--- src/sv/bmc_pkg.sv ---
// Shared types, command words and constants of the balance motor controller.
package bmc_pkg;

    localparam int DIV_N  = 27;
    localparam int DIV_D  = 17;
    localparam int CNT_W  = $clog2(DIV_N + 1);
    localparam int MUL_A  = 24;
    localparam int MUL_B  = 21;
    localparam int PROD_W = MUL_A + MUL_B;
    localparam int ACC_W  = 48;
    localparam int TERM_W = 34;
    localparam int MUL_STEPS = 5;
    localparam int CFG_W  = 21;
    localparam int IDX_W  = 3;

    // filter divide by ten: x * ceil(2^30 / 10) >> 30, exact for x below 2^27
    localparam int FILT_W     = 27;
    localparam int FILT_P_W   = 2 * FILT_W;
    localparam int FILT_SHIFT = 30;

    localparam logic signed [16:0] TILT_LIMIT     = 17'sd10240;
    localparam logic signed [25:0] INTEGRAL_LIMIT = 26'sd640000;
    localparam logic [9:0]         STEP_MIN       = 10'd154;
    localparam logic [9:0]         STEP_MAX       = 10'd768;
    localparam logic [9:0]         STEP_IDLE      = 10'd230;
    localparam logic [DIV_N-1:0]   FWD_SPEED      = DIV_N'(300);
    localparam logic [DIV_N-1:0]   BWD_SPEED      = DIV_N'(250);
    localparam logic [DIV_N-1:0]   TURN_AMP       = DIV_N'(150);
    localparam logic [DIV_N-1:0]   STEP_NUM       = DIV_N'(12800);
    localparam logic [FILT_W-1:0]  FILT_RECIP     = FILT_W'(107374183);

    localparam logic signed [14:0] MID_ANGLE_RST   = 15'sd256;
    localparam logic signed [20:0] BALANCE_KP_RST  = 21'sd140800;
    localparam logic signed [20:0] BALANCE_KD_RST  = 21'sd384;
    localparam logic signed [20:0] VELOCITY_KP_RST = -21'sd30720;
    localparam logic signed [20:0] VELOCITY_KI_RST = -21'sd154;
    localparam logic signed [20:0] TURN_KP_RST     = 21'sd10752;
    localparam logic [7:0]         SPEED_DIV_RST   = 8'd1;
    localparam logic [12:0]        PWM_LIMIT_RST   = 13'd7100;

    typedef enum logic [IDX_W-1:0] {
        CR_MID_ANGLE   = 3'd0,
        CR_BALANCE_KP  = 3'd1,
        CR_BALANCE_KD  = 3'd2,
        CR_VELOCITY_KP = 3'd3,
        CR_VELOCITY_KI = 3'd4,
        CR_TURN_KP     = 3'd5,
        CR_SPEED_DIV   = 3'd6,
        CR_PWM_LIMIT   = 3'd7
    } cfg_reg_t;

    typedef enum logic [1:0] {
        DS_MOVE = 2'd1,
        DS_AMP  = 2'd2,
        DS_STEP = 2'd3
    } div_sel_t;

    typedef enum logic [2:0] {
        MS_BKP = 3'd0,
        MS_BKD = 3'd1,
        MS_VKP = 3'd2,
        MS_VKI = 3'd3,
        MS_TKP = 3'd4
    } mul_sel_t;

    typedef struct packed {
        logic     load;
        logic     filt_abs;
        logic     filt_mul;
        logic     filt_store;
        logic     div_start;
        logic     div_store;
        div_sel_t div_sel;
        logic     mul_en;
        mul_sel_t mul_sel;
        logic     acc_en;
        mul_sel_t acc_sel;
        logic     upd;
        logic     fin;
    } dp_cmd_t;

    typedef struct packed {
        logic div_done;
    } dp_status_t;

endpackage

--- src/sv/bmc_if.sv ---
// Input and result word channels.
interface bmc_in_if;
    logic               valid;
    logic               ready;
    logic signed [16:0] tilt_angle;
    logic signed [15:0] pitch_rate;
    logic signed [15:0] yaw_rate;
    logic signed [15:0] left_count;
    logic signed [15:0] right_count;
    logic               go_forward;
    logic               go_backward;
    logic               go_left;
    logic               go_right;
    logic               stop_request;

    modport source (output valid, tilt_angle, pitch_rate, yaw_rate, left_count, right_count,
                    go_forward, go_backward, go_left, go_right, stop_request,
                    input ready);
    modport sink (input valid, tilt_angle, pitch_rate, yaw_rate, left_count, right_count,
                  go_forward, go_backward, go_left, go_right, stop_request,
                  output ready);
endinterface

interface bmc_out_if;
    logic               valid;
    logic               ready;
    logic signed [13:0] motor_a_drive;
    logic signed [13:0] motor_b_drive;
    logic               motors_enabled;

    modport source (output valid, motor_a_drive, motor_b_drive, motors_enabled, input ready);
    modport sink (input valid, motor_a_drive, motor_b_drive, motors_enabled, output ready);
endinterface

--- src/sv/bmc_div.sv ---
// Shared restoring divider, one quotient bit per cycle.
module bmc_div (
    input  logic                       clk,
    input  logic                       rst_n,
    input  logic                       start,
    input  logic [bmc_pkg::DIV_N-1:0]  dividend,
    input  logic [bmc_pkg::DIV_D-1:0]  divisor,
    output logic [bmc_pkg::DIV_N-1:0]  quotient,
    output logic                       done
);
    import bmc_pkg::*;

    logic [DIV_D-1:0] rem_reg;
    logic [DIV_N-1:0] quo_reg;
    logic [DIV_D-1:0] dsr_reg;
    logic [CNT_W-1:0] cnt_reg;
    logic             busy_reg;
    logic             done_reg;
    logic [DIV_D:0]   trial;
    logic             ge;
    logic [DIV_D:0]   rem_next;

    always_comb
    begin
        trial    = {rem_reg, quo_reg[DIV_N-1]};
        ge       = trial >= {1'b0, dsr_reg};
        rem_next = ge ? trial - {1'b0, dsr_reg} : trial;
    end

    always_ff @(posedge clk or negedge rst_n)
    begin
        if (!rst_n)
        begin
            busy_reg <= 1'b0;
            done_reg <= 1'b0;
            cnt_reg  <= '0;
        end
        else
        begin
            done_reg <= 1'b0;
            if (start)
            begin
                busy_reg <= 1'b1;
                cnt_reg  <= CNT_W'(DIV_N);
            end
            else if (busy_reg)
            begin
                cnt_reg <= cnt_reg - 1'b1;
                if (cnt_reg == CNT_W'(1))
                begin
                    busy_reg <= 1'b0;
                    done_reg <= 1'b1;
                end
            end
        end
    end

    always_ff @(posedge clk)
    begin
        if (start)
        begin
            rem_reg <= '0;
            quo_reg <= dividend;
            dsr_reg <= divisor;
        end
        else if (busy_reg)
        begin
            rem_reg <= rem_next[DIV_D-1:0];
            quo_reg <= {quo_reg[DIV_N-2:0], ge};
        end
    end

    assign quotient = quo_reg;
    assign done     = done_reg;

endmodule

--- src/sv/bmc_dp.sv ---
// Datapath: configuration, loop state, shared multiplier and divider, mixing.
module bmc_dp (
    input  logic                      clk,
    input  logic                      rst_n,
    input  logic                      cfg_we,
    input  logic [bmc_pkg::IDX_W-1:0] cfg_index,
    input  logic [bmc_pkg::CFG_W-1:0] cfg_data,
    input  logic signed [16:0]        tilt_angle,
    input  logic signed [15:0]        pitch_rate,
    input  logic signed [15:0]        yaw_rate,
    input  logic signed [15:0]        left_count,
    input  logic signed [15:0]        right_count,
    input  logic                      go_forward,
    input  logic                      go_backward,
    input  logic                      go_left,
    input  logic                      go_right,
    input  logic                      stop_request,
    input  bmc_pkg::dp_cmd_t          cmd,
    output bmc_pkg::dp_status_t       status,
    output logic signed [13:0]        motor_a_drive,
    output logic signed [13:0]        motor_b_drive,
    output logic                      motors_enabled
);
    import bmc_pkg::*;

    logic signed [14:0] mid_reg;
    logic signed [20:0] bkp_reg, bkd_reg, vkp_reg, vki_reg, tkp_reg;
    logic [7:0]         div_reg;
    logic [12:0]        lim_reg;

    logic signed [16:0] tilt_reg;
    logic signed [15:0] pr_reg, yr_reg;
    logic signed [16:0] sum_reg;
    logic fwd_reg, bwd_reg, lft_reg, rgt_reg, off_reg;

    logic signed [23:0] f_reg, integral_reg;
    logic signed [19:0] tt_reg;
    logic [16:0]        tss_reg;
    logic               ta_reg;
    logic signed [9:0]  move_reg;
    logic [7:0]         amp_reg;
    logic [9:0]         step_reg;

    logic [FILT_W-1:0]   fabs_reg;
    logic                fneg_reg;
    logic [FILT_P_W-1:0] fprod_reg;

    logic signed [PROD_W-1:0] prod_reg;
    logic signed [ACC_W-1:0]  acc_reg;
    logic signed [TERM_W-1:0] bal_reg, vel_reg, trn_reg;
    logic signed [13:0]       ma_reg, mb_reg;
    logic                     en_reg;

    logic signed [16:0]  sum_in;
    logic                off_in;
    logic [7:0]          div_eff;
    logic signed [28:0]  num, f9;
    logic [28:0]         num_abs;
    logic [23:0]         fquo;
    logic [DIV_N-1:0]    dividend, quotient;
    logic [DIV_D-1:0]    divisor;
    logic                div_done;
    logic [9:0]          step_next;
    logic signed [25:0]  isum;
    logic signed [23:0]  integral_next;
    logic signed [20:0]  tsum, amp_q8;
    logic signed [19:0]  tt_next;
    logic signed [MUL_A-1:0] mul_a;
    logic signed [MUL_B-1:0] mul_b;
    logic signed [ACC_W-1:0] prod_x, acc_sum;
    logic signed [35:0]  mix_t, m1, m2, lim_x;
    logic signed [13:0]  ma_next, mb_next;

    function automatic logic signed [TERM_W-1:0] tz_shift(input logic signed [ACC_W-1:0] x,
                                                         input int sh);
        logic signed [ACC_W-1:0] bias;
        logic signed [ACC_W-1:0] y;
        bias = ({{(ACC_W-1){1'b0}}, 1'b1} <<< sh) - 1'b1;
        y    = x[ACC_W-1] ? x + bias : x;
        y    = y >>> sh;
        return y[TERM_W-1:0];
    endfunction

    // configuration
    always_ff @(posedge clk or negedge rst_n)
    begin
        if (!rst_n)
        begin
            mid_reg <= MID_ANGLE_RST;
            bkp_reg <= BALANCE_KP_RST;
            bkd_reg <= BALANCE_KD_RST;
            vkp_reg <= VELOCITY_KP_RST;
            vki_reg <= VELOCITY_KI_RST;
            tkp_reg <= TURN_KP_RST;
            div_reg <= SPEED_DIV_RST;
            lim_reg <= PWM_LIMIT_RST;
        end
        else if (cfg_we)
        begin
            unique case (cfg_reg_t'(cfg_index))
                CR_MID_ANGLE:   mid_reg <= cfg_data[14:0];
                CR_BALANCE_KP:  bkp_reg <= cfg_data;
                CR_BALANCE_KD:  bkd_reg <= cfg_data;
                CR_VELOCITY_KP: vkp_reg <= cfg_data;
                CR_VELOCITY_KI: vki_reg <= cfg_data;
                CR_TURN_KP:     tkp_reg <= cfg_data;
                CR_SPEED_DIV:   div_reg <= cfg_data[7:0];
                CR_PWM_LIMIT:   lim_reg <= cfg_data[12:0];
            endcase
        end
    end

    always_comb
    begin
        sum_in  = {left_count[15], left_count} + {right_count[15], right_count};
        off_in  = (tilt_angle < -TILT_LIMIT) || (tilt_angle > TILT_LIMIT) || stop_request;
        div_eff = (div_reg == 8'd0) ? 8'd1 : div_reg;

        f9      = ({{5{f_reg[23]}}, f_reg} <<< 3) + {{5{f_reg[23]}}, f_reg};
        num     = {{6{sum_reg[16]}}, sum_reg, 6'b0} + f9;
        num_abs = num[28] ? 29'(-num) : 29'(num);
        fquo    = fprod_reg[FILT_SHIFT+23:FILT_SHIFT];

        case (cmd.div_sel)
            DS_MOVE:
            begin
                dividend = fwd_reg ? FWD_SPEED : BWD_SPEED;
                divisor  = {{(DIV_D-8){1'b0}}, div_eff};
            end
            DS_AMP:
            begin
                dividend = TURN_AMP;
                divisor  = {{(DIV_D-8){1'b0}}, div_eff};
            end
            default:
            begin
                dividend = STEP_NUM;
                divisor  = tss_reg;
            end
        endcase

        if (!(lft_reg || rgt_reg))
            step_next = STEP_IDLE;
        else if (tss_reg == 17'd0 || quotient > DIV_N'(STEP_MAX))
            step_next = STEP_MAX;
        else if (quotient < DIV_N'(STEP_MIN))
            step_next = STEP_MIN;
        else
            step_next = quotient[9:0];

        isum = {{2{integral_reg[23]}}, integral_reg} + {{2{f_reg[23]}}, f_reg}
             - {{10{move_reg[9]}}, move_reg, 6'b0};
        if (isum > INTEGRAL_LIMIT)
            integral_next = INTEGRAL_LIMIT[23:0];
        else if (isum < -INTEGRAL_LIMIT)
            integral_next = 24'(-INTEGRAL_LIMIT);
        else
            integral_next = isum[23:0];

        amp_q8 = {5'b0, amp_reg, 8'b0};
        if (lft_reg)
            tsum = {tt_reg[19], tt_reg} - {11'b0, step_reg};
        else if (rgt_reg)
            tsum = {tt_reg[19], tt_reg} + {11'b0, step_reg};
        else
            tsum = '0;
        if (tsum > amp_q8)
            tt_next = amp_q8[19:0];
        else if (tsum < -amp_q8)
            tt_next = 20'(-amp_q8);
        else
            tt_next = tsum[19:0];

        case (cmd.mul_sel)
            MS_BKP:
            begin
                mul_a = {{7{tilt_reg[16]}}, tilt_reg} - {{9{mid_reg[14]}}, mid_reg};
                mul_b = bkp_reg;
            end
            MS_BKD:
            begin
                mul_a = {{8{pr_reg[15]}}, pr_reg};
                mul_b = bkd_reg;
            end
            MS_VKP:
            begin
                mul_a = f_reg;
                mul_b = vkp_reg;
            end
            MS_VKI:
            begin
                mul_a = integral_reg;
                mul_b = vki_reg;
            end
            default:
            begin
                mul_a = {{4{tt_reg[19]}}, tt_reg};
                mul_b = tkp_reg;
            end
        endcase

        prod_x = {{(ACC_W-PROD_W){prod_reg[PROD_W-1]}}, prod_reg};
        case (cmd.acc_sel)
            MS_BKD:  acc_sum = acc_reg + (prod_x <<< 8);
            MS_VKI:  acc_sum = acc_reg + prod_x;
            MS_TKP:  acc_sum = -prod_x - ((fwd_reg || bwd_reg)
                               ? {{16{yr_reg[15]}}, yr_reg, 16'b0} : '0);
            default: acc_sum = prod_x;
        endcase

        lim_x = {23'b0, lim_reg};
        mix_t = {{2{bal_reg[TERM_W-1]}}, bal_reg} - {{2{vel_reg[TERM_W-1]}}, vel_reg};
        m1    = mix_t - {{2{trn_reg[TERM_W-1]}}, trn_reg};
        m2    = mix_t + {{2{trn_reg[TERM_W-1]}}, trn_reg};
        if (m1 > lim_x)
            ma_next = lim_x[13:0];
        else if (m1 < -lim_x)
            ma_next = 14'(-lim_x);
        else
            ma_next = m1[13:0];
        if (m2 > lim_x)
            mb_next = lim_x[13:0];
        else if (m2 < -lim_x)
            mb_next = 14'(-lim_x);
        else
            mb_next = m2[13:0];
    end

    bmc_div u_div (
        .clk      (clk),
        .rst_n    (rst_n),
        .start    (cmd.div_start),
        .dividend (dividend),
        .divisor  (divisor),
        .quotient (quotient),
        .done     (div_done)
    );

    assign status.div_done = div_done;

    // loop state
    always_ff @(posedge clk or negedge rst_n)
    begin
        if (!rst_n)
        begin
            f_reg        <= '0;
            integral_reg <= '0;
            tt_reg       <= '0;
            tss_reg      <= '0;
            ta_reg       <= 1'b0;
        end
        else
        begin
            if (cmd.load)
            begin
                if (go_left || go_right)
                begin
                    if (!ta_reg)
                    begin
                        ta_reg  <= 1'b1;
                        tss_reg <= sum_in[16] ? 17'(-sum_in) : 17'(sum_in);
                    end
                end
                else
                begin
                    ta_reg  <= 1'b0;
                    tss_reg <= '0;
                end
            end
            if (cmd.filt_store)
                f_reg <= fneg_reg ? 24'(-fquo) : fquo;
            if (cmd.upd)
            begin
                integral_reg <= integral_next;
                tt_reg       <= tt_next;
            end
            if (cmd.fin && off_reg)
                integral_reg <= '0;
        end
    end

    always_ff @(posedge clk)
    begin
        if (cmd.load)
        begin
            tilt_reg <= tilt_angle;
            pr_reg   <= pitch_rate;
            yr_reg   <= yaw_rate;
            sum_reg  <= sum_in;
            fwd_reg  <= go_forward;
            bwd_reg  <= go_backward;
            lft_reg  <= go_left;
            rgt_reg  <= go_right;
            off_reg  <= off_in;
        end
        if (cmd.filt_abs)
        begin
            fabs_reg <= num_abs[FILT_W-1:0];
            fneg_reg <= num[28];
        end
        if (cmd.filt_mul)
            fprod_reg <= fabs_reg * FILT_RECIP;
        if (cmd.div_store && div_done)
        begin
            case (cmd.div_sel)
                DS_MOVE:
                    move_reg <= fwd_reg ? $signed({1'b0, quotient[8:0]})
                              : bwd_reg ? -$signed({1'b0, quotient[8:0]}) : 10'sd0;
                DS_AMP:  amp_reg  <= quotient[7:0];
                DS_STEP: step_reg <= step_next;
                default: ;
            endcase
        end
        if (cmd.mul_en)
            prod_reg <= mul_a * mul_b;
        if (cmd.acc_en)
        begin
            case (cmd.acc_sel)
                MS_BKD:  bal_reg <= tz_shift(acc_sum, 16);
                MS_VKI:  vel_reg <= tz_shift(acc_sum, 14);
                MS_TKP:  trn_reg <= tz_shift(acc_sum, 16);
                default: acc_reg <= acc_sum;
            endcase
        end
        if (cmd.fin)
        begin
            ma_reg <= off_reg ? 14'sd0 : ma_next;
            mb_reg <= off_reg ? 14'sd0 : mb_next;
            en_reg <= !off_reg;
        end
    end

    assign motor_a_drive  = ma_reg;
    assign motor_b_drive  = mb_reg;
    assign motors_enabled = en_reg;

endmodule

--- src/sv/bmc_ctrl.sv ---
// Controller state machine: sequences the filter steps, divides, multiplies and result word.
module bmc_ctrl (
    input  logic                clk,
    input  logic                rst_n,
    input  logic                in_valid,
    output logic                in_ready,
    output logic                out_valid,
    input  logic                out_ready,
    input  bmc_pkg::dp_status_t status,
    output bmc_pkg::dp_cmd_t    cmd
);
    import bmc_pkg::*;

    typedef enum logic [5:0] {
        ST_IDLE     = 6'b000001,
        ST_FILT     = 6'b000010,
        ST_DIV_GO   = 6'b000100,
        ST_DIV_WAIT = 6'b001000,
        ST_MUL      = 6'b010000,
        ST_MIX      = 6'b100000
    } state_t;

    state_t     state_reg, state_next;
    logic [1:0] div_idx_reg, div_idx_next;
    logic [2:0] mul_idx_reg, mul_idx_next;
    logic       out_valid_reg, out_valid_next;

    always_comb
    begin
        cmd          = '0;
        cmd.div_sel  = div_sel_t'(div_idx_reg);
        cmd.mul_sel  = mul_sel_t'(mul_idx_reg);
        cmd.acc_sel  = mul_sel_t'(mul_idx_reg - 3'd1);
        state_next   = state_reg;
        div_idx_next = div_idx_reg;
        mul_idx_next = mul_idx_reg;
        out_valid_next = out_valid_reg && !out_ready;
        in_ready     = state_reg == ST_IDLE;

        unique case (state_reg)
            ST_IDLE:
            begin
                if (in_valid)
                begin
                    cmd.load     = 1'b1;
                    div_idx_next = DS_MOVE;
                    mul_idx_next = '0;
                    state_next   = ST_FILT;
                end
            end
            ST_FILT:
            begin
                cmd.filt_abs   = mul_idx_reg == 3'd0;
                cmd.filt_mul   = mul_idx_reg == 3'd1;
                cmd.filt_store = mul_idx_reg == 3'd2;
                mul_idx_next   = mul_idx_reg + 3'd1;
                if (mul_idx_reg == 3'd2)
                begin
                    mul_idx_next = '0;
                    state_next   = ST_DIV_GO;
                end
            end
            ST_DIV_GO:
            begin
                cmd.div_start = 1'b1;
                state_next    = ST_DIV_WAIT;
            end
            ST_DIV_WAIT:
            begin
                if (status.div_done)
                begin
                    cmd.div_store = 1'b1;
                    div_idx_next  = div_idx_reg + 2'd1;
                    if (div_idx_reg == 2'd3)
                    begin
                        mul_idx_next = '0;
                        state_next   = ST_MUL;
                    end
                    else
                        state_next = ST_DIV_GO;
                end
            end
            ST_MUL:
            begin
                cmd.mul_en   = mul_idx_reg < 3'(MUL_STEPS);
                cmd.acc_en   = mul_idx_reg != 3'd0;
                cmd.upd      = mul_idx_reg == 3'd0;
                mul_idx_next = mul_idx_reg + 3'd1;
                if (mul_idx_reg == 3'(MUL_STEPS))
                    state_next = ST_MIX;
            end
            ST_MIX:
            begin
                if (!out_valid_reg || out_ready)
                begin
                    cmd.fin        = 1'b1;
                    out_valid_next = 1'b1;
                    state_next     = ST_IDLE;
                end
            end
        endcase
    end

    always_ff @(posedge clk or negedge rst_n)
    begin
        if (!rst_n)
        begin
            state_reg     <= ST_IDLE;
            div_idx_reg   <= '0;
            mul_idx_reg   <= '0;
            out_valid_reg <= 1'b0;
        end
        else
        begin
            state_reg     <= state_next;
            div_idx_reg   <= div_idx_next;
            mul_idx_reg   <= mul_idx_next;
            out_valid_reg <= out_valid_next;
        end
    end

    assign out_valid = out_valid_reg;

endmodule

--- src/sv/balance_robot_motor_controller_core.sv ---
// Top level of the two-wheel balance motor controller.
// Sequence from the accepting edge to a valid result word: the filter steps (absolute value,
// multiply, store), three passes through the shared 27-bit divider, six multiply steps, one mix.
// Flow: a new word is taken only once the last is in the output register, and a finished word
// waits in the mix step while the previous result is unread.
// Reset: rst_n asynchronous, active low; loop state cleared, registers to defaults.
module balance_robot_motor_controller_core (
    input  logic                      clk,
    input  logic                      rst_n,
    input  logic                      cfg_we,
    input  logic [bmc_pkg::IDX_W-1:0] cfg_index,
    input  logic [bmc_pkg::CFG_W-1:0] cfg_data,
    bmc_in_if.sink                    in_word,
    bmc_out_if.source                 out_word
);
    import bmc_pkg::*;

    dp_cmd_t    cmd;
    dp_status_t status;

    bmc_ctrl u_ctrl (
        .clk       (clk),
        .rst_n     (rst_n),
        .in_valid  (in_word.valid),
        .in_ready  (in_word.ready),
        .out_valid (out_word.valid),
        .out_ready (out_word.ready),
        .status    (status),
        .cmd       (cmd)
    );

    bmc_dp u_dp (
        .clk            (clk),
        .rst_n          (rst_n),
        .cfg_we         (cfg_we),
        .cfg_index      (cfg_index),
        .cfg_data       (cfg_data),
        .tilt_angle     (in_word.tilt_angle),
        .pitch_rate     (in_word.pitch_rate),
        .yaw_rate       (in_word.yaw_rate),
        .left_count     (in_word.left_count),
        .right_count    (in_word.right_count),
        .go_forward     (in_word.go_forward),
        .go_backward    (in_word.go_backward),
        .go_left        (in_word.go_left),
        .go_right       (in_word.go_right),
        .stop_request   (in_word.stop_request),
        .cmd            (cmd),
        .status         (status),
        .motor_a_drive  (out_word.motor_a_drive),
        .motor_b_drive  (out_word.motor_b_drive),
        .motors_enabled (out_word.motors_enabled)
    );

endmodule

--- src/flat_wrapper.sv ---
// flat-port wrapper written by rule: the top's interface ports become plain ports
module balance_robot_motor_controller_core_flat import bmc_pkg::*;
  (clk, rst_n, cfg_we, cfg_index, cfg_data, in_word_valid, in_word_tilt_angle, in_word_pitch_rate, in_word_yaw_rate, in_word_left_count, in_word_right_count, in_word_go_forward, in_word_go_backward, in_word_go_left, in_word_go_right, in_word_stop_request, in_word_ready, out_word_valid, out_word_motor_a_drive, out_word_motor_b_drive, out_word_motors_enabled, out_word_ready);
  bmc_in_if in_word_i ();
  bmc_out_if out_word_i ();
  input  logic clk;
  input  logic rst_n;
  input  logic cfg_we;
  input  logic [bmc_pkg::IDX_W-1:0] cfg_index;
  input  logic [bmc_pkg::CFG_W-1:0] cfg_data;
  input wire logic [$bits(in_word_i.valid)-1:0] in_word_valid;
  input wire logic [$bits(in_word_i.tilt_angle)-1:0] in_word_tilt_angle;
  input wire logic [$bits(in_word_i.pitch_rate)-1:0] in_word_pitch_rate;
  input wire logic [$bits(in_word_i.yaw_rate)-1:0] in_word_yaw_rate;
  input wire logic [$bits(in_word_i.left_count)-1:0] in_word_left_count;
  input wire logic [$bits(in_word_i.right_count)-1:0] in_word_right_count;
  input wire logic [$bits(in_word_i.go_forward)-1:0] in_word_go_forward;
  input wire logic [$bits(in_word_i.go_backward)-1:0] in_word_go_backward;
  input wire logic [$bits(in_word_i.go_left)-1:0] in_word_go_left;
  input wire logic [$bits(in_word_i.go_right)-1:0] in_word_go_right;
  input wire logic [$bits(in_word_i.stop_request)-1:0] in_word_stop_request;
  output wire logic [$bits(in_word_i.ready)-1:0] in_word_ready;
  output wire logic [$bits(out_word_i.valid)-1:0] out_word_valid;
  output wire logic [$bits(out_word_i.motor_a_drive)-1:0] out_word_motor_a_drive;
  output wire logic [$bits(out_word_i.motor_b_drive)-1:0] out_word_motor_b_drive;
  output wire logic [$bits(out_word_i.motors_enabled)-1:0] out_word_motors_enabled;
  input wire logic [$bits(out_word_i.ready)-1:0] out_word_ready;
  assign in_word_i.valid = in_word_valid;
  assign in_word_i.tilt_angle = in_word_tilt_angle;
  assign in_word_i.pitch_rate = in_word_pitch_rate;
  assign in_word_i.yaw_rate = in_word_yaw_rate;
  assign in_word_i.left_count = in_word_left_count;
  assign in_word_i.right_count = in_word_right_count;
  assign in_word_i.go_forward = in_word_go_forward;
  assign in_word_i.go_backward = in_word_go_backward;
  assign in_word_i.go_left = in_word_go_left;
  assign in_word_i.go_right = in_word_go_right;
  assign in_word_i.stop_request = in_word_stop_request;
  assign in_word_ready = in_word_i.ready;
  assign out_word_valid = out_word_i.valid;
  assign out_word_motor_a_drive = out_word_i.motor_a_drive;
  assign out_word_motor_b_drive = out_word_i.motor_b_drive;
  assign out_word_motors_enabled = out_word_i.motors_enabled;
  assign out_word_i.ready = out_word_ready;
  balance_robot_motor_controller_core u_core (.clk(clk), .rst_n(rst_n), .cfg_we(cfg_we), .cfg_index(cfg_index), .cfg_data(cfg_data), .in_word(in_word_i), .out_word(out_word_i));
endmodule
--- config.mk ---
export PLATFORM = sky130hd
export DESIGN_NAME = balance_robot_motor_controller_core_flat
export DESIGN_NICKNAME = d
export VERILOG_FILES = /design/src/sv/bmc_pkg.sv /design/src/sv/bmc_if.sv /design/src/sv/bmc_div.sv /design/src/sv/bmc_dp.sv /design/src/sv/bmc_ctrl.sv /design/src/sv/balance_robot_motor_controller_core.sv /design/src/flat_wrapper.sv
export SDC_FILE = /design/constraint.sdc
export NUM_CORES = 2
export LEC_CHECK = 0
export BUFFER_PORTS_ARGS = -buffer_cell sky130_fd_sc_hd__buf_4
export CORE_MARGIN = 1
export CORE_UTILIZATION = 45
export CTS_BUF_LIST = sky130_fd_sc_hd__clkbuf_4
export DETAILED_ROUTE_END_ITERATION = 8
export PLACE_DENSITY = 0.57
export SETUP_SLACK_MARGIN = 0.5
export SYNTH_ARGS = -nofsm -noshare
export SYNTH_HDL_FRONTEND = slang
export SYNTH_SLANG_ARGS = --single-unit
--- constraint.sdc ---
create_clock -name clk -period 11 [get_ports clk]
set_input_delay 1.65 -clock clk [delete_from_list [all_inputs] [get_ports clk]]
set_output_delay 1.65 -clock clk [all_outputs]
set_load 0.1 [all_outputs]
; ---- After elaboration in Yosys (flattened, before gate mapping)
; Cells that the tools add are included.
[op_classes]
reduce_logical = 48
mux = 71
n_mul = 2
bitwise = 3
order_cmp = 14
n_addsub = 28
eq_ne = 31
[ops]
columns = op, count
row1 = 48-bit one-hot mux with 3 select lines, 1
row2 = 24-bit 2-to-1 mux, 5
row3 = 48-bit 2-to-1 mux, 2
row4 = 24-bit one-hot mux with 4 select lines, 1
row5 = 21-bit one-hot mux with 4 select lines, 1
row6 = 27-bit 2-to-1 mux, 3
row7 = 36-bit by 14-bit greater-than comparator with 1-bit output, 2
row8 = 36-bit < comparator, 2
row9 = 17-bit 2-to-1 mux, 4
row10 = 27-bit by 27-bit multiplier with 54-bit output (second input constant), 1
row11 = 48-bit by 15-bit adder with 48-bit output (second input constant), 1
row12 = 48-bit by 17-bit adder with 48-bit output (second input constant), 1
row13 = 48-bit by 45-bit adder with 48-bit output, 1
row14 = 48-bit adder, 1
row15 = 48-bit negation, 1
row16 = 48-bit subtractor, 1
row17 = 47-bit 2-to-1 mux, 1
row18 = 24-bit by 21-bit multiplier with 45-bit output, 1
row19 = 21-bit 2-to-1 mux, 2
row20 = 20-bit 2-to-1 mux, 2
row21 = 35-bit by 32-bit adder with 36-bit output, 1
row22 = 13-bit negation with 36-bit output, 1
row23 = 6-bit one-hot mux with 6 select lines, 1
row24 = 35-bit by 32-bit subtractor with 36-bit output, 1
row25 = other kinds (71), 159
[totals]
elab_cells = 250
reg_bits = 708
out_inout_bits = 31
inputBits = 115

; ---- Longest topological paths before layout
[depth]
ltp_word = 7
ltp_mapped = 45
mapped_depth_nobuf = 43

; ---- Cells and area by module
; A second synthesis with hierarchy kept.
[unflattened]
hier_cells = 9342
hier_area_um2 = 85756.0
[modules_own_cells]
columns = module, area_each_um2, seq_area_each_um2, instances, cells_each
row1 = bmc_dp, 81114.0, 16876.2, 1, 8905
row2 = bmc_div, 3729.8, 1836.8, 1, 336
row3 = bmc_ctrl, 912.1, 301.5, 1, 101

; ---- Least setup slack after synthesis
; Ideal clock, no wire load.
[synth_path]
kind = flip-flop to flip-flop
from = register u_core.u_dp.mid_reg[0]
to = register u_core.u_dp.prod_reg[44], data pin
n_path_buf = 2
path_slack_ps = 1161
required_time_ps = 10740
period_less_slack_ps = 9839
t_arrival_ps = 9579
setup_ps = 260
path_stages_with_launch = 44
cell_sequence = dfrtp_1 ha_1 fa_1 nor2b_1 o21ai_0 a21boi_0 o21ai_0 a21boi_0 o21ai_0 a21oi_1 o21a_1 o21a_1 o21bai_1 a2111o_1 clkbuf_1 nand3_1 clkbuf_1 nand2_1 [... 8 more ...] fa_1 inv_1 fa_1 inv_1 fa_1 inv_1 ha_1 a21o_1 a21o_1 a21o_1 o211ai_1 a211oi_1 o41ai_1 a211o_1 nand2_1 a21bo_2 a21oi_1 xnor2_1
[synth_via]
elab_chain_len = 3
[synth_rtl]
columns = element, line_no
row1 = "start, declared", bmc_dp.sv:26  ; logic signed [14:0] mid_reg;
row2 = "start signal, assigned", bmc_dp.sv:101  ; CR_MID_ANGLE: mid_reg <= cfg_data[14:0];
row3 = 17-bit by 15-bit subtractor with 18-bit output, bmc_dp.sv:177  ; mul_a = {{7{tilt_reg[16]}}, tilt_reg} - {{9{mid_reg[14]}}, mid_reg};
row4 = 24-bit one-hot mux with 4 select lines, bmc_dp.sv:174  ; case (cmd.mul_sel)
row5 = 24-bit by 21-bit multiplier with 45-bit output, bmc_dp.sv:315  ; prod_reg <= mul_a * mul_b;
row6 = "end signal, assigned", bmc_dp.sv:315
row7 = "end, declared", bmc_dp.sv:48  ; logic signed [PROD_W-1:0] prod_reg;
; No other way between the ends.
; A chain may end at the register's enable or synchronous reset.

; ---- Final worst setup path
[layout_path]
from = register u_core.u_dp.mid_reg[1]
to = register u_core.u_dp.prod_reg[43], data pin
; Same word-level chain as after synthesis.

==> impl_metrics.py <==
metrics = {
    "critical_path": {
        "start_kind": "flip-flop",
        "cpPeakStageDelay_ns": 0.57,
        "crit_arrival_ns": 10.97,
        "critPathMaxFanout": 10,
        "cp_common_cell": "fa_1",
        "critPathRequiredTime_ns": 11.90,
        "crit_type": "flip-flop to flip-flop",
        "rr_worst_depth": 41,
        "timing.rr.start": "u_core.u_dp.mid_reg[1]",
        "rr_endpoint": "u_core.u_dp.prod_reg[43]",
        "slowest_stage": "fa_1",
        "cp-startpoint": "u_core.u_dp.mid_reg[1]",
        "crit_end": "u_core.u_dp.prod_reg[43]",
        "rrSetupSlack_ns": 0.93,
        "critPathCaptureType": "flip-flop",
    },
    "route": {
        "dr_wl_met3_mm": 16.5,
        "drcViolationCount": 0,
        "wl_per_cell_um": 22.1,
        "dr_wl_met2_mm": 124,
        "routedLengthMet1_mm": 116,
        "drtIter0Drc": 5113,
        "highest_layer": "met5",
        "drt_wl_total_mm": 268,
        "vias": 68600,
        "first_pass_iters": 6,
        "viasPerCell": 5.67,
        "drtAntennaViolNets": 0,
    },
    "synthesis": {
        "syn-num-nets": 11100,
        "yosys.area_share.simple_pct": 13.5,
        "post_synth_num_cell_types": 104,
        "synth-async-reset-ratio_pct": 36.3,
        "synthAdderAreaFrac_pct": 34.0,
        "synth_edf_count": 415,
        "synth_seq_cells": 678,
        "syn_inst": 9258,
        "synth_xor_area_share_pct": 4.28,
        "seq_area_frac_synth_pct": 22.5,
        "synth_compound_area_share_pct": 14.7,
        "syn_avg_cell_area_um2": 9.13,
        "muxShareOfSynthArea_pct": 2.39,
        "ys_warn_count": 0,
        "syn-cell-area_um2": 84500,
        "synth_ff_type": "edfxtp_1",
        "synth_top_family_by_area": "adder cells",
    },
    "timing": {
        "relSlewSlack_pct": 14.4,
        "fin_crit_sh_pct": 91.5,
        "final-hold-violation-count": 0,
        "fin_worst_skew_ns": 0.125,
        "min_period_ns": 10.07,
        "fmax_mhz": 99.3,
        "setup_viol": 0,
        "tns_ns": 0,
        "rsz0062_at_grt": "true",
        "worstMarginPinSlew_ns": 1.25,
        "drv_slew": 0,
    },
    "clock_network": {
        "cts_root_buf": "clkbuf_4",
        "cts.htree.levels": 4,
        "clk_latency_ns": 1.27,
        "cts.sinks": 678,
        "path_clk_slew_ns": 0.07,
        "cts_buffers": 196,
        "cts_hold_buffers": 0,
        "clockBufferDepth": 3,
        "cts_tree": "yes",
    },
    "flow_run": {
        "maxCapViolCount": 0,
    },
    "placement": {
        "dp_hpwl_mm": 218,
        "port_buffers": 145,
        "routabilityCongestion": 0.947,
    },
    "finish": {
        "layout.area.seq_um2": 19000,
        "multi_input_area_um2": 58500,
        "drive_above_1_share_pct": 9.94,
        "layout_common_cells": "inv_1 (1,615), ha_1 (904), fa_1 (864)",
        "syn2layout_area_growth_pct": 8.53,
        "nFillCells": 17700,
        "fin_nets": 11300,
        "largest_reg_flops": 48,
        "layout_commonest_cell": "inv_1",
    },
    "outcome": {
        "status": "finished clean",
    },
    "grt": {
        "grt_overflow": 0,
        "grt_pass1_vias": 69700,
        "antenna_found_initial": 22,
        "grt_pass1_wl_mm": 411,
        "track_usage_pct": 28.2,
        "grt_max_degree": 73,
    },
    "floorplanning": {
        "fp.dieW_um": 435,
        "num_rows": 158,
        "fp.dieH_um": 435,
        "dieArea_um2": 190000,
        "core_area_um2": 186000,
        "initial_core_util_pct": 45.4,
        "design.portCount": 146,
    },
    "hold_path": {
        "min_path_type": "primary input to async pin",
    },
}
## worst min path at each step
stage | startpoint | to | slack (ns) | depth (start not counted)
after floorplan | u_core.u_dp.u_div.rem_reg[16] | u_core.u_dp.u_div.rem_reg[16] | 0.45 | 2
final | rst_n | u_core.u_dp.tt_reg[18] | 0.35 | 1
after global placement | u_core.u_dp.u_div.rem_reg[16] | u_core.u_dp.u_div.rem_reg[16] | 0.46 | 2
after global routing | rst_n | u_core.u_dp.tt_reg[17] | 0.29 | 1
after CTS | rst_n | u_core.u_dp.tt_reg[18] | 0.22 | 1
after detailed placement | u_core.u_dp.u_div.rem_reg[16] | u_core.u_dp.u_div.rem_reg[16] | 0.46 | 2
## final cells by class
class / count / share of cell area [%]
Multi-Input combinational cell: 6642 / 63.8
Sequential cell: 678 / 20.7
Inverter: 1623 / 6.65
Tap cell: 2480 / 3.38
Timing Repair Buffer: 305 / 2.56
Clock buffer: 278 / 2.28
Clock inverter: 81 / 0.588
Antenna cell: 9 / 0.0246
## worst max-delay path, delay by kind of cell, from the launching register on
family / cells / cell delay, ns
AOI/OAI and AO/OA: 22 / 4.04
buffers and inverters: 7 / 0.64
DFF: 1 / 0.39
and+or+nand+nor: 2 / 0.29
adders and majority gates: 9 / 4.29
xor gates and xnor gates: 1 / 0.09
## through the flow
stage / worst slack, ns / utilization (%) / hold WS (ns) / cell area (um2) / std cells
global route: 0.419 / 49.3 / 0.288 / 91700 / 12100
detailed placement: 0.165 / 47.7 / 0.461 / 88800 / 11700
global placement: 0.286 / 47.7 / 0.462 / 88800 / 11700
floorplan: 1.16 / - / 0.447 / 84500 / 9258
CTS: 0.515 / 49.2 / 0.219 / 91500 / 12100
finish: 0.932 / 49.3 / 0.350 / 91700 / 12100
## cell usage after synthesis (25+ instances only)
library cell	n	area (um2)
and3_1	55	344
a21boi_0	25	188
dfstp_2	45	1180
a21oi_1	453	2270
a31oi_1	105	657
o22ai_1	34	213
o21a_1	82	616
nor2_1	669	2510
o211ai_1	49	368
and2_1	90	563
mux2i_1	42	420
nand3_1	157	786
nor3_1	165	826
ha_1	909	11400
nor2b_1	63	394
nand4_1	98	613
clkbuf_1	275	1030
o21ai_0	319	1600
a211oi_1	86	646
a21o_1	198	1490
nor4_1	53	332
fa_1	865	17300
a22oi_1	60	450
a31o_2	25	219
nand2_1	764	2870
inv_1	1617	6070
o21bai_1	64	480
dfrtp_1	201	5030
o31ai_1	42	315
xor2_1	115	1010
mux2_2	142	1600
nand2b_1	84	526
or3_1	57	357
xnor2_1	296	2590
or2_2	38	238
edfxtp_1	415	12500
## per-layer routing
metal	track usage, %	up-vias
met5	0	-
met4	11.2	8
met3	3.63	490
met2	46.0	2190
met1	37.9	34000
li1	-	31900
## kinds of logic (layout without fill, tap and decap cells)
family	after synthesis	after routing
AND/OR/NAND/NOR	2411	2411
buffers and inverters	1938	2287
AO/OA/AOI/OAI	1861	1861
adder cells (fa/ha/maj)	1774	1774
flip-flops	678	678
XOR/XNOR	412	412
multiplexers	184	184
other	0	9
## what timing repair did
item                       4_1_cts  5_1_grt
gates resized for setup          9       34
pin swaps                        3        9
setup endpoints to repair        6       20
buffers inserted                 3        9
Power is not shown: default switching activity piles up to over one toggle a cycle in this logic, so the estimate is an artifact.
